### src/rtl/wfpd_pkg.sv
// Shared types, register indexes, codes and helper functions of the wall-following PD drive.
`timescale 1ns / 1ps

package wfpd_pkg;

  // Configuration register indexes
  localparam logic [2:0] REG_LEFT_WALL_LEVEL  = 3'd0;
  localparam logic [2:0] REG_RIGHT_WALL_LEVEL = 3'd1;
  localparam logic [2:0] REG_FRONT_STOP_LEVEL = 3'd2;
  localparam logic [2:0] REG_BASE_SPEED       = 3'd3;
  localparam logic [2:0] REG_TRAVEL_TARGET    = 3'd4;
  localparam logic [2:0] REG_ENCODER_GAINS    = 3'd5;
  localparam logic [2:0] REG_BOTH_WALL_GAINS  = 3'd6;
  localparam logic [2:0] REG_SIDE_WALL_GAINS  = 3'd7;

  // Register reset values
  localparam logic [11:0] LEFT_WALL_LEVEL_RST  = 12'd1000;
  localparam logic [11:0] RIGHT_WALL_LEVEL_RST = 12'd1000;
  localparam logic [11:0] FRONT_STOP_LEVEL_RST = 12'd2000;
  localparam logic [7:0]  BASE_SPEED_RST       = 8'd100;
  localparam logic [15:0] TRAVEL_TARGET_RST    = 16'd1000;
  localparam logic [31:0] ENCODER_GAINS_RST    = 32'h0033_0200;
  localparam logic [31:0] BOTH_WALL_GAINS_RST  = 32'h0003_001A;
  localparam logic [31:0] SIDE_WALL_GAINS_RST  = 32'h0500_0080;

  // Move status codes
  localparam logic [1:0] STATUS_DRIVING = 2'd0;
  localparam logic [1:0] STATUS_TARGET  = 2'd1;
  localparam logic [1:0] STATUS_FRONT   = 2'd2;

  // Wall mode codes
  localparam logic [1:0] MODE_NONE  = 2'd0;
  localparam logic [1:0] MODE_BOTH  = 2'd1;
  localparam logic [1:0] MODE_LEFT  = 2'd2;
  localparam logic [1:0] MODE_RIGHT = 2'd3;

  // Item codes
  localparam logic FUNC_BEGIN = 1'b0;
  localparam logic FUNC_TICK  = 1'b1;

  // Datapath widths
  localparam int OPND_W = 27;  // multiplier data operand, signed
  localparam int ACC_W  = 44;  // product and accumulator, signed
  localparam int CORR_W = 36;  // accumulator after the Q8.8 scale-down

  typedef struct packed {
    logic               func;
    logic signed [15:0] wheel1_edges;
    logic signed [15:0] wheel2_edges;
    logic        [11:0] ir_front_a;
    logic        [11:0] ir_side_left;
    logic        [11:0] ir_side_right;
    logic        [11:0] ir_front_b;
  } in_t;

  typedef struct packed {
    logic [7:0] wheel1_speed;
    logic       wheel1_reverse;
    logic [7:0] wheel2_speed;
    logic       wheel2_reverse;
    logic [1:0] move_status;
    logic [1:0] wall_mode;
    logic       wall_update_open;
  } out_t;

  // Control of the shared multiply-accumulate unit
  typedef struct packed {
    logic mul_en;
    logic acc_clr;
    logic acc_add;
  } mac_ctrl_t;

  typedef struct packed {
    logic [7:0] speed;
    logic       reverse;
  } wheel_t;

  // Divide by 256 with truncation toward zero
  function automatic logic signed [CORR_W-1:0] scale_q88(input logic signed [ACC_W-1:0] v);
    logic signed [ACC_W-1:0] biased;
    begin
      biased = v[ACC_W-1] ? (v + ACC_W'(255)) : v;
      scale_q88 = biased[ACC_W-1:8];
    end
  endfunction

  // Clamp to +-255 and split into magnitude and reverse bit
  function automatic wheel_t drive_wheel(input logic signed [CORR_W-1:0] v);
    logic signed [CORR_W-1:0] neg;
    wheel_t w;
    begin
      neg = -v;
      if (v > CORR_W'(255)) begin
        w.speed = 8'd255;
        w.reverse = 1'b0;
      end else if (v < -CORR_W'(255)) begin
        w.speed = 8'd255;
        w.reverse = 1'b1;
      end else if (v[CORR_W-1]) begin
        w.speed = neg[7:0];
        w.reverse = 1'b1;
      end else begin
        w.speed = v[7:0];
        w.reverse = 1'b0;
      end
      drive_wheel = w;
    end
  endfunction

endpackage

### src/rtl/wfpd_mac.sv
// Shared signed multiply-accumulate unit: registered product, then accumulate.
`timescale 1ns / 1ps

module wfpd_mac (
  input  logic                                clk,
  input  wfpd_pkg::mac_ctrl_t                 ctrl,
  input  logic [15:0]                         gain,
  input  logic signed [wfpd_pkg::OPND_W-1:0]  operand,
  output logic signed [wfpd_pkg::ACC_W-1:0]   acc
);

  logic signed [wfpd_pkg::ACC_W-1:0] prod;
  logic signed [16:0]                gain_s;

  // Gains are unsigned Q8.8, widened with a zero sign bit
  assign gain_s = $signed({1'b0, gain});

  // Product register
  always_ff @(posedge clk) begin
    if (ctrl.mul_en) begin
      prod <= gain_s * operand;
    end
  end

  // Accumulator
  always_ff @(posedge clk) begin
    if (ctrl.acc_clr) begin
      acc <= '0;
    end else if (ctrl.acc_add) begin
      acc <= acc + prod;
    end
  end

endmodule

### src/rtl/wall_following_pd_drive.sv
// Top level of the wall-following PD drive: sequencer, move state and output register.
//
// Usage: a begin beat (func = 0) on the input channel clears the move state
// and gives no result. Each tick beat (func = 1) carries both encoder counts
// and four IR readings and gives exactly one result beat on the output channel.
// Configuration registers are to be written through cfg_we / cfg_index / cfg_data
// only while the block is idle (the block itself does not enforce this); a write
// takes effect at the next clock edge. A tick runs through one shared
// multiply-accumulate unit: wall PD (two products, only when a side wall is
// seen) then encoder PD (two products), one product per cycle; a stopped move
// uses none. The sequencer steps through check, wall P, wall D, wall sum,
// error, drive P, drive D, drive sum, divide, finish and output; with no wall
// it skips the wall states, and a stopped move goes from check to output.
// in_ready rises together with out_valid, and a begin beat leaves it high.
// The result sits in an output register; the next item is taken while it
// waits. If the receiver still stalls when the following result is ready,
// the sequencer holds that result until the register frees.
// Reset (rst, synchronous) restores register defaults, clears the move
// state and drops out_valid.
`timescale 1ns / 1ps

module wall_following_pd_drive (
  input  logic                clk,
  input  logic                rst,
  input  logic                in_valid,
  output logic                in_ready,
  input  wfpd_pkg::in_t       in_data,
  output logic                out_valid,
  input  logic                out_ready,
  output wfpd_pkg::out_t      out_data,
  input  logic                cfg_we,
  input  logic [2:0]          cfg_index,
  input  logic [31:0]         cfg_data
);

  // Sequencer states
  localparam logic [3:0] S_IDLE  = 4'd0;
  localparam logic [3:0] S_CHECK = 4'd1;
  localparam logic [3:0] S_W_P   = 4'd2;
  localparam logic [3:0] S_W_D   = 4'd3;
  localparam logic [3:0] S_W_SUM = 4'd4;
  localparam logic [3:0] S_ERR   = 4'd5;
  localparam logic [3:0] S_D_P   = 4'd6;
  localparam logic [3:0] S_D_D   = 4'd7;
  localparam logic [3:0] S_D_SUM = 4'd8;
  localparam logic [3:0] S_DIV   = 4'd9;
  localparam logic [3:0] S_FIN   = 4'd10;
  localparam logic [3:0] S_OUT   = 4'd11;

  logic [3:0] state;

  // Configuration registers
  logic [11:0] left_wall_level;
  logic [11:0] right_wall_level;
  logic [11:0] front_stop_level;
  logic [7:0]  base_speed;
  logic [15:0] travel_target;
  logic [31:0] encoder_gains;
  logic [31:0] both_wall_gains;
  logic [31:0] side_wall_gains;

  // Move state
  logic signed [24:0] drive_prev_error;
  logic signed [13:0] wall_prev_error;
  logic [1:0]         move_finished;
  logic               updates_closed;

  // Working registers
  wfpd_pkg::in_t                        item;
  logic [1:0]                           mode;
  logic signed [13:0]                   wall_err;
  logic signed [25:0]                   delta;
  logic signed [24:0]                   drive_err;
  logic signed [wfpd_pkg::CORR_W-1:0]   corr;
  wfpd_pkg::out_t                       res;

  // MAC interface
  wfpd_pkg::mac_ctrl_t                  mac_ctrl;
  logic [15:0]                          mac_gain;
  logic signed [wfpd_pkg::OPND_W-1:0]   mac_opnd;
  logic signed [wfpd_pkg::ACC_W-1:0]    acc;

  // Combinational helpers
  logic               in_fire;
  logic signed [16:0] edge_sum;
  logic signed [16:0] edge_diff;
  logic [12:0]        front_sum;
  logic               hit_target;
  logic               hit_front;
  logic               left_wall;
  logic               right_wall;
  logic signed [12:0] err_left;
  logic signed [12:0] err_right;
  logic [1:0]         mode_c;
  logic signed [13:0] wall_err_c;
  logic signed [14:0] wall_delta;
  logic signed [25:0] drive_delta;
  logic signed [wfpd_pkg::CORR_W-1:0] steer;
  logic signed [wfpd_pkg::CORR_W-1:0] base_s;
  wfpd_pkg::wheel_t   wheel1;
  wfpd_pkg::wheel_t   wheel2;
  logic [31:0]        wall_gains;

  assign in_ready = (state == S_IDLE);
  assign in_fire  = in_valid && in_ready;

  // Configuration writes
  always_ff @(posedge clk) begin
    if (rst) begin
      left_wall_level  <= wfpd_pkg::LEFT_WALL_LEVEL_RST;
      right_wall_level <= wfpd_pkg::RIGHT_WALL_LEVEL_RST;
      front_stop_level <= wfpd_pkg::FRONT_STOP_LEVEL_RST;
      base_speed       <= wfpd_pkg::BASE_SPEED_RST;
      travel_target    <= wfpd_pkg::TRAVEL_TARGET_RST;
      encoder_gains    <= wfpd_pkg::ENCODER_GAINS_RST;
      both_wall_gains  <= wfpd_pkg::BOTH_WALL_GAINS_RST;
      side_wall_gains  <= wfpd_pkg::SIDE_WALL_GAINS_RST;
    end else if (cfg_we) begin
      unique case (cfg_index)
        wfpd_pkg::REG_LEFT_WALL_LEVEL:  left_wall_level  <= cfg_data[11:0];
        wfpd_pkg::REG_RIGHT_WALL_LEVEL: right_wall_level <= cfg_data[11:0];
        wfpd_pkg::REG_FRONT_STOP_LEVEL: front_stop_level <= cfg_data[11:0];
        wfpd_pkg::REG_BASE_SPEED:       base_speed       <= cfg_data[7:0];
        wfpd_pkg::REG_TRAVEL_TARGET:    travel_target    <= cfg_data[15:0];
        wfpd_pkg::REG_ENCODER_GAINS:    encoder_gains    <= cfg_data;
        wfpd_pkg::REG_BOTH_WALL_GAINS:  both_wall_gains  <= cfg_data;
        wfpd_pkg::REG_SIDE_WALL_GAINS:  side_wall_gains  <= cfg_data;
        default: ;
      endcase
    end
  end

  // Stop checks on the latched tick
  assign edge_sum   = $signed({item.wheel1_edges[15], item.wheel1_edges})
                    + $signed({item.wheel2_edges[15], item.wheel2_edges});
  assign edge_diff  = $signed({item.wheel2_edges[15], item.wheel2_edges})
                    - $signed({item.wheel1_edges[15], item.wheel1_edges});
  assign front_sum  = {1'b0, item.ir_front_a} + {1'b0, item.ir_front_b};
  assign hit_target = $signed({edge_sum[16], edge_sum}) >= $signed({2'b00, travel_target});
  assign hit_front  = front_sum[12:1] >= front_stop_level;

  // Side wall classification and wall error
  assign left_wall  = item.ir_side_left >= left_wall_level;
  assign right_wall = item.ir_side_right >= right_wall_level;
  assign err_left   = $signed({1'b0, left_wall_level}) - $signed({1'b0, item.ir_side_left});
  assign err_right  = $signed({1'b0, right_wall_level}) - $signed({1'b0, item.ir_side_right});

  always_comb begin
    if (left_wall && right_wall) begin
      mode_c     = wfpd_pkg::MODE_BOTH;
      wall_err_c = $signed({err_right[12], err_right}) - $signed({err_left[12], err_left});
    end else if (left_wall) begin
      mode_c     = wfpd_pkg::MODE_LEFT;
      wall_err_c = -$signed({err_left[12], err_left});
    end else if (right_wall) begin
      mode_c     = wfpd_pkg::MODE_RIGHT;
      wall_err_c = $signed({err_right[12], err_right});
    end else begin
      mode_c     = wfpd_pkg::MODE_NONE;
      wall_err_c = '0;
    end
  end

  // Differences for the D terms
  assign wall_delta  = $signed({wall_err[13], wall_err})
                     - $signed({wall_prev_error[13], wall_prev_error});
  assign drive_delta = $signed({drive_err[24], drive_err})
                     - $signed({drive_prev_error[24], drive_prev_error});

  // Steering term and final wheel drive
  assign steer  = (mode == wfpd_pkg::MODE_NONE) ? '0 : wfpd_pkg::scale_q88(acc);
  assign base_s = $signed({{(wfpd_pkg::CORR_W-8){1'b0}}, base_speed});
  assign wheel1 = wfpd_pkg::drive_wheel(base_s + corr);
  assign wheel2 = wfpd_pkg::drive_wheel(base_s - corr);

  // MAC operand selection
  assign wall_gains = (mode == wfpd_pkg::MODE_BOTH) ? both_wall_gains : side_wall_gains;

  always_comb begin
    mac_ctrl = '0;
    mac_gain = '0;
    mac_opnd = '0;
    unique case (state) inside
      S_W_P: begin
        mac_ctrl.mul_en  = 1'b1;
        mac_ctrl.acc_clr = 1'b1;
        mac_gain = wall_gains[15:0];
        mac_opnd = {{(wfpd_pkg::OPND_W-14){wall_err[13]}}, wall_err};
      end
      S_W_D: begin
        mac_ctrl.mul_en  = 1'b1;
        mac_ctrl.acc_add = 1'b1;
        mac_gain = wall_gains[31:16];
        mac_opnd = {{(wfpd_pkg::OPND_W-26){delta[25]}}, delta};
      end
      S_D_P: begin
        mac_ctrl.mul_en  = 1'b1;
        mac_ctrl.acc_clr = 1'b1;
        mac_gain = encoder_gains[15:0];
        mac_opnd = {{(wfpd_pkg::OPND_W-25){drive_err[24]}}, drive_err};
      end
      S_D_D: begin
        mac_ctrl.mul_en  = 1'b1;
        mac_ctrl.acc_add = 1'b1;
        mac_gain = encoder_gains[31:16];
        mac_opnd = {{(wfpd_pkg::OPND_W-26){delta[25]}}, delta};
      end
      S_W_SUM, S_D_SUM: begin
        mac_ctrl.acc_add = 1'b1;
      end
      default: ;
    endcase
  end

  wfpd_mac u_mac (
    .clk     (clk),
    .ctrl    (mac_ctrl),
    .gain    (mac_gain),
    .operand (mac_opnd),
    .acc     (acc)
  );

  // Sequencer and move state
  always_ff @(posedge clk) begin
    if (rst) begin
      state            <= S_IDLE;
      drive_prev_error <= '0;
      wall_prev_error  <= '0;
      move_finished    <= wfpd_pkg::STATUS_DRIVING;
      updates_closed   <= 1'b0;
    end else begin
      unique case (state)
        S_IDLE: begin
          if (in_fire) begin
            if (in_data.func == wfpd_pkg::FUNC_BEGIN) begin
              drive_prev_error <= '0;
              wall_prev_error  <= '0;
              move_finished    <= wfpd_pkg::STATUS_DRIVING;
              updates_closed   <= 1'b0;
            end else begin
              state <= S_CHECK;
            end
          end
        end
        S_CHECK: begin
          if (move_finished != wfpd_pkg::STATUS_DRIVING) begin
            state <= S_OUT;
          end else if (hit_target) begin
            move_finished <= wfpd_pkg::STATUS_TARGET;
            state <= S_OUT;
          end else if (hit_front) begin
            move_finished <= wfpd_pkg::STATUS_FRONT;
            state <= S_OUT;
          end else begin
            if ($signed({edge_sum[16], edge_sum}) > $signed({3'b000, travel_target[15:1]})) begin
              updates_closed <= 1'b1;
            end
            if (mode_c == wfpd_pkg::MODE_NONE) begin
              wall_prev_error <= '0;
              state <= S_ERR;
            end else begin
              state <= S_W_P;
            end
          end
        end
        S_W_P: begin
          wall_prev_error <= wall_err;
          state <= S_W_D;
        end
        S_W_D:   state <= S_W_SUM;
        S_W_SUM: state <= S_ERR;
        S_ERR:   state <= S_D_P;
        S_D_P: begin
          drive_prev_error <= drive_err;
          state <= S_D_D;
        end
        S_D_D:   state <= S_D_SUM;
        S_D_SUM: state <= S_DIV;
        S_DIV:   state <= S_FIN;
        S_FIN:   state <= S_OUT;
        S_OUT: begin
          if (!out_valid || out_ready) begin
            state <= S_IDLE;
          end
        end
        default: state <= S_IDLE;
      endcase
    end
  end

  // Datapath registers
  always_ff @(posedge clk) begin
    if (in_fire) begin
      item <= in_data;
    end
    unique case (state)
      S_CHECK: begin
        mode     <= mode_c;
        wall_err <= wall_err_c;
        // Stopped result, used when the sequencer goes straight to output
        res.wheel1_speed     <= '0;
        res.wheel1_reverse   <= 1'b0;
        res.wheel2_speed     <= '0;
        res.wheel2_reverse   <= 1'b0;
        res.wall_mode        <= wfpd_pkg::MODE_NONE;
        res.wall_update_open <= !updates_closed;
        if (move_finished != wfpd_pkg::STATUS_DRIVING) begin
          res.move_status <= move_finished;
        end else if (hit_target) begin
          res.move_status <= wfpd_pkg::STATUS_TARGET;
        end else begin
          res.move_status <= wfpd_pkg::STATUS_FRONT;
        end
      end
      S_W_P: delta <= {{11{wall_delta[14]}}, wall_delta};
      S_ERR: drive_err <= $signed({{8{edge_diff[16]}}, edge_diff}) + steer[24:0];
      S_D_P: delta <= drive_delta;
      S_DIV: corr <= wfpd_pkg::scale_q88(acc);
      S_FIN: begin
        res.wheel1_speed     <= wheel1.speed;
        res.wheel1_reverse   <= wheel1.reverse;
        res.wheel2_speed     <= wheel2.speed;
        res.wheel2_reverse   <= wheel2.reverse;
        res.move_status      <= wfpd_pkg::STATUS_DRIVING;
        res.wall_mode        <= mode;
        res.wall_update_open <= !updates_closed;
      end
      default: ;
    endcase
  end

  // Output register
  always_ff @(posedge clk) begin
    if (rst) begin
      out_valid <= 1'b0;
    end else if (state == S_OUT && (!out_valid || out_ready)) begin
      out_valid <= 1'b1;
    end else if (out_ready) begin
      out_valid <= 1'b0;
    end
  end

  always_ff @(posedge clk) begin
    if (state == S_OUT && (!out_valid || out_ready)) begin
      out_data <= res;
    end
  end

endmodule

### config.mk
export PLATFORM = sky130hd
export DESIGN_NAME = wall_following_pd_drive
export DESIGN_NICKNAME = d
export VERILOG_FILES = /design/src/rtl/wfpd_pkg.sv /design/src/rtl/wfpd_mac.sv /design/src/rtl/wall_following_pd_drive.sv
export SDC_FILE = /design/constraint.sdc
export NUM_CORES = 2
export LEC_CHECK = 0
export ABC_CLOCK_PERIOD_IN_PS = 11450
export BUFFER_PORTS_ARGS = -buffer_cell sky130_fd_sc_hd__buf_2
export CORE_ASPECT_RATIO = 0.8
export CORE_MARGIN = 4
export CORE_UTILIZATION = 59
export CTS_CLUSTER_SIZE = 30
export DETAILED_ROUTE_END_ITERATION = 6
export PLACE_DENSITY = 0.87
export SLEW_MARGIN = 0
export SYNTH_ARGS = -nofsm -noshare
export SYNTH_HDL_FRONTEND = slang
export SYNTH_HIERARCHICAL = 1
export SYNTH_SLANG_ARGS = --single-unit
### constraint.sdc
create_clock -name clk -period 11.45 [get_ports clk]
set_clock_uncertainty 0.1 [all_clocks]
set_input_delay 1.7175 -clock clk [delete_from_list [all_inputs] [get_ports clk]]
set_output_delay 1.7175 -clock clk [all_outputs]
set_load 0.01 [all_outputs]
# After elaboration in Yosys (flattened, before gate mapping)
# Index checks and enable logic that the tools add are counted.
# classes
reduce_logical	34
n_mul	1
eq_ne	29
add_sub_neg	16
n_lt_le_gt_ge	9
mux	57
# op_table
cell	n
two-way mux 14 bit	9
one-hot mux 27 bit (3 select lines)	1
two-way mux 25 bit	3
greater-than comparator 36 x 9 -> 1 bit, second input constant	2
< comparator 36 x 9 -> 1 bit, second input constant	2
one-hot mux 16 bit (4 select lines)	1
two-way mux 9 bit	6
one-hot mux 26 bit (2 select lines)	1
one-hot mux 25 bit (2 select lines)	1
one-hot mux 4 bit (12 select lines)	1
one-hot mux 23 bit (2 select lines)	1
adder 44 bit	1
adder 44 x 9 -> 44 bit, second input constant	1
multiplier 17 x 27 -> 44 bit	1
two-way mux 44 bit	1
one-hot mux 14 bit (3 select lines)	1
adder 9 x 36 -> 36 bit	1
>= comparator 12 bit	3
subtractor 9 x 36 -> 36 bit	1
two-way mux 32 bit	1
subtractor 12 x 12 -> 13 bit	2
subtractor 25 x 25 -> 26 bit	1
adder 25 bit	1
two-way mux 4 bit	6
other kinds (39)	97
# word_totals
ff_bits	520
out_inout_bits	25
word_cells	187

# Longest topological paths before layout
# logic_depth
word_depth	10
depth_mapped	34
depth_no_buf	31

# Cells and area by module
# Netlist, hierarchy kept.
# by_module_without_submodules
mod	cells_per_inst	area_each_um2	instances	seq_area_each_um2
wall_following_pd_drive	3142	27368.7	1	10940.5
wfpd_mac	2293	20507.2	1	2202.1

# Least setup slack after synthesis
# No wires, ideal clock.
# synth_path
path_kind	register to register
start	reg state[1]
end	reg u_mac/prod[43] (netlist bit), data pin
setup_ns	0.261
t_required_ns	11.089
path_buffers	3
stages_incl_launch_ff	32
arrival_ns	10.305
synth_period_minus_slack_ns	10.666
path_slack_ns	0.784
cell_sequence	dfxtp_1 clkbuf_1 inv_1 nor2_1 nand2_1 inv_1 nand3_1 nand3_1 clkbuf_1 and2_1 fa_1 inv_1 fa_1 inv_1 fa_1 fa_1 fa_1 inv_1 fa_1 inv_1 ha_1 clkbuf_1 a21o_1 a21o_1 a21o_1 a21o_1 a21o_1 a21oi_1 o21ai_0 a21oi_1 o21ai_0 xnor2_1
# synth_between
elab_chain_len	4
# synth_lines
item	line	source
start, declared	wall_following_pd_drive.sv:50	logic [3:0] state;
start signal, assigned	wall_following_pd_drive.sv:226	state <= S_IDLE;
start signal, assigned	wall_following_pd_drive.sv:241	state <= S_CHECK;
start signal, assigned	wall_following_pd_drive.sv:247	state <= S_OUT;
equality test 4 x 2 -> 1 bit or equality test 4 x 3 -> 1 bit (tied branches)	-	
OR reduction 2 bit (no line)	-	
one-hot mux 27 bit (3 select lines) (*)	wall_following_pd_drive.sv:183	unique case (state) inside
named net mac_opnd, one bit	wall_following_pd_drive.sv:80	logic signed [wfpd_pkg::OPND_W-1:0] mac_opnd;
multiplier 17 x 27 -> 44 bit (*)	wfpd_mac.sv:21	prod <= gain_s * operand;
end signal, assigned	wfpd_mac.sv:21	
end, declared	wfpd_mac.sv:12	logic signed [wfpd_pkg::ACC_W-1:0] prod;
# The timed path passes the listed nets; every way through them passes the cells marked *.
# A chain may end at the register's enable or synchronous reset.

# Worst setup path after layout
# Same ends and word-level chain as after synthesis.

==> summary.md <==
| Metric | Value |
|---|---|
| Clk buf depth | `3` |
| Detail Placement HPWL | `slightly below 100 mm` |
| Die H | `roughly 260 µm` |
| Clk sinks | `520` |
| Most frequent cell on the critical path | `fa_1` |
| Core area | `approximately 81000 µm²` |
| Worst Tran Pin Value | `between 1 and 1.5 ns` |
| Die X | `about 330 µm` |
| Clock tree from TritonCTS | `done` |
| Final number of setup-violating endpoints | `0` |
| Final worst-path cycle share | `between 80% and 90%` |
| Layout cells sized above 1 | `approximately 6.4%` |
| Most frequent cells in the layout | `nand2_1 (786), inv_1 (747), fa_1 (431)` |
| Setup TNS | `0 ns` |
| Commonest non-fill, non-tap cell in the layout | `nand2_1` |
| Metal-1 WL | `53.8 mm` |
| Final RePlAce weighted congestion | `about 1` |
| Failing checks | `design-rule violations` |
| Global-route wire length before repair | `about 210 mm` |
| Antenna violations before repair | `2` |
| EDFF count, synth | `around 270` |
| Vias | `~40000` |
| Total CTS buffers | `between 50 and 60` |
| Post-Place Cells | `between 6000 and 7000` |
| Crit path required time | `11.69 ns` |
| Final Power | `between 0.009 and 0.01 W` |
| Max Fclk | `roughly 100 MHz` |
| Async S/R FF share, synth | `0%` |
| H-tree depth reported by CTS | `2` |
| Yosys warns | `6` |
| Synth Instances | `between 5000 and 6000` |
| Worst Setup Start Kind | `register` |
| Finished Layout Cells | `approximately 6600` |
| Post-synthesis register bit count | `between 500 and 600` |
| Final wirelength | `133 mm` |
| Fill cells | `between 6000 and 7000` |
| Initial Util | `~59%` |
| Vias in the first global route | `between 30000 and 40000` |
| Post-CTS Resized | `0` |
| Drt pass-1 iters | `7` |
| RSZ-0062 raised after global routing | `false` |
| Met2 routed WL | `57.5 mm` |
| Post-route ant nets | `0` |
| Netlist cell types | `92` |
| Max_cap viols | `0` |
| DRC errors left | `5` |
| Cell Rows | `93` |
| Crit path DAT | `9.97 ns` |
| Syn Nets | `~6300` |
| Slowest-stage cell, CP | `nand3_1` |
| Area Overhead vs Synth | `7.34%` |
| Top Metal Used | `met4` |
| Setup bufs post-CTS | `0` |
| Max stage delay on crit path | `between 0.6 and 0.7 ns` |
| IO Port Bufs | `between 100 and 150` |
| Min Tclk post-route | `around 9.7 ns` |
| Hold WC Path Type | `reg2reg` |
| Maximum VDD drop | `0.000132 V` |
| Ports | `146` |
| Total GRT Usage | `30.4%` |
| Post-synthesis sequential area ratio | `27.5%` |
| Die area | `about 86000 µm²` |
| Mean post-synth cell area | `between 8 and 9 µm²` |
| Leakage | `about 23 nW` |
| Area occupied by multi-input gates | `31100 µm²` |
| Wire per inst | `just over 20 µm` |
| Fin. max-slew vios | `0` |
| Clock Root Buffer | `clkbuf_16` |
| Status | `finished with violations` |
| Largest net degree at the start of global routing | `81` |
| Aggregate global routing overflow | `0` |
| CP Capture Type | `register` |
| Met3 wire len | `around 17 mm` |
| Iter 0 DRT Violations | `4689` |
| Vias per cell | `~6` |
| Pwr Density | `194 nW/µm²` |
| Nets | `roughly 6400` |
| CTS clk-pin slew, worst paths | `0.07 ns` |
| Worst setup margin | `1.73 ns` |
| Register area | `about 13000 µm²` |
| Hold Fails Final Rpt | `0` |
| Post-synth top flop | `edfxtp_1` |
| Hold_buf cts | `0` |
| Clock latency on the worst-skew pair | `between 0.6 and 0.7 ns` |
| Crit Path Max Fanout | `between 40 and 50` |
| Mapped cell area | `roughly 48000 µm²` |
| Max-slew headroom | `between 20% and 30%` |
| WS Path Type | `reg2reg` |
| Setup WS pre-CTS | `approximately 1.8 ns` |
==> registers in the layout, indices dropped and copies added, names as in the netlist, 16 cells and up <==
name,cells
u_mac/prod,44
both_wall_gains,32
u_mac/acc,44
res,23
corr,36
encoder_gains,32
delta,26
side_wall_gains,32
out_data,23
drive_err,25
drive_prev_error,25
travel_target,16
item,80
==> critical path, delay by kind of cell (launching register included) <==
| family | cells | cell delay, ns |
|---|---|---|
| fa+ha+maj | 7 | 3.52 |
| buf+inv | 8 | 2.01 |
| simple gates | 5 | 1.58 |
| compound gates | 9 | 1.48 |
| flops | 1 | 0.57 |
| xor+xnor | 1 | 0.16 |
==> worst paths after layout <==
path                                       startpoint                        to  slack (ns)  cells past startpoint
worst min register to register  res[22]$_SDFFCE_PN0P_    out_data[22]$_DFFE_PP_        0.31                      0
worst max register to register  state[1]$_SDFFE_PP0P_  u_mac/prod[43]$_DFFE_PP_        1.73                     30
worst min-delay path            res[22]$_SDFFCE_PN0P_    out_data[22]$_DFFE_PP_        0.31                      0
worst max-delay path            state[1]$_SDFFE_PP0P_  u_mac/prod[43]$_DFFE_PP_        1.73                     30
==> final cells by class <==
type,count,share of cell area [%]
antenna,2,0.00974
tap,1092,2.66
multi-input combinational,3927,60.6
sequential,520,25.6
inverter,751,5.49
clock buffer,68,2.89
clock inverter,28,0.509
timing repair buffer,202,2.25
==> cells in the mapped netlist (28+ instances only) <==
cell,instances,area [µm²]
o21bai_1,31,233
dfxtp_1,247,4940
a21o_1,100,751
a21oi_1,385,1930
and2_1,196,1230
ha_1,360,4500
nand3_1,138,691
a211oi_1,32,240
fa_1,431,8630
clkbuf_1,209,785
o211ai_1,34,255
mux2i_1,76,761
nor3_1,81,405
inv_1,749,2810
o21ai_0,164,821
nor2_1,272,1020
edfxtp_1,273,8200
xnor2_1,196,1720
nand2b_1,39,244
a31oi_1,37,231
xor2_1,75,657
o21a_1,33,248
nand4_1,45,282
nor2b_1,68,425
nand2_1,786,2950
nor4_1,28,175
==> cells by family (layout without fill, tap and decap cells) <==
kind of cell,after synthesis,count (layout),share of synthesized area (%)
fa+ha+maj,791,791,27.4
compound gates,1006,1006,13.2
buf+inv,988,1049,7.79
xor+xnor,271,271,4.96
simple gates,1780,1780,17.5
flops,520,520,27.5
mux,79,79,1.66
other cells,0,2,0
==> power by group <==
part / switching (W) / leakage, nW / internal [W] / total [W]
Clock: 0.000767 / 0.866 / 0.00101 / 0.00177
Sequential: 0.000295 / 4.55 / 0.00256 / 0.00285
Combinational: 0.00334 / 17.2 / 0.00201 / 0.00535
Total: 0.00441 / 22.6 / 0.00557 / 0.00998
==> layer usage <==
metal  track usage [%]  up-vias
met5                 0        -
met4              10.2        0
met3              8.55      398
met2              46.1     2259
met1              42.2    19200
li1                  -    18100
==> metrics by stage <==
step	util, %	hold WS [ns]	cell area [µm²]
after global placement	61.6	0.302	49600
after CTS	63.8	0.315	51400
after detailed placement	61.6	0.305	49600
after global routing	63.8	0.329	51400
after floorplan	-	0.300	47900
final	63.8	0.314	51400
Note: power is estimated with default switching activity, not from simulation.
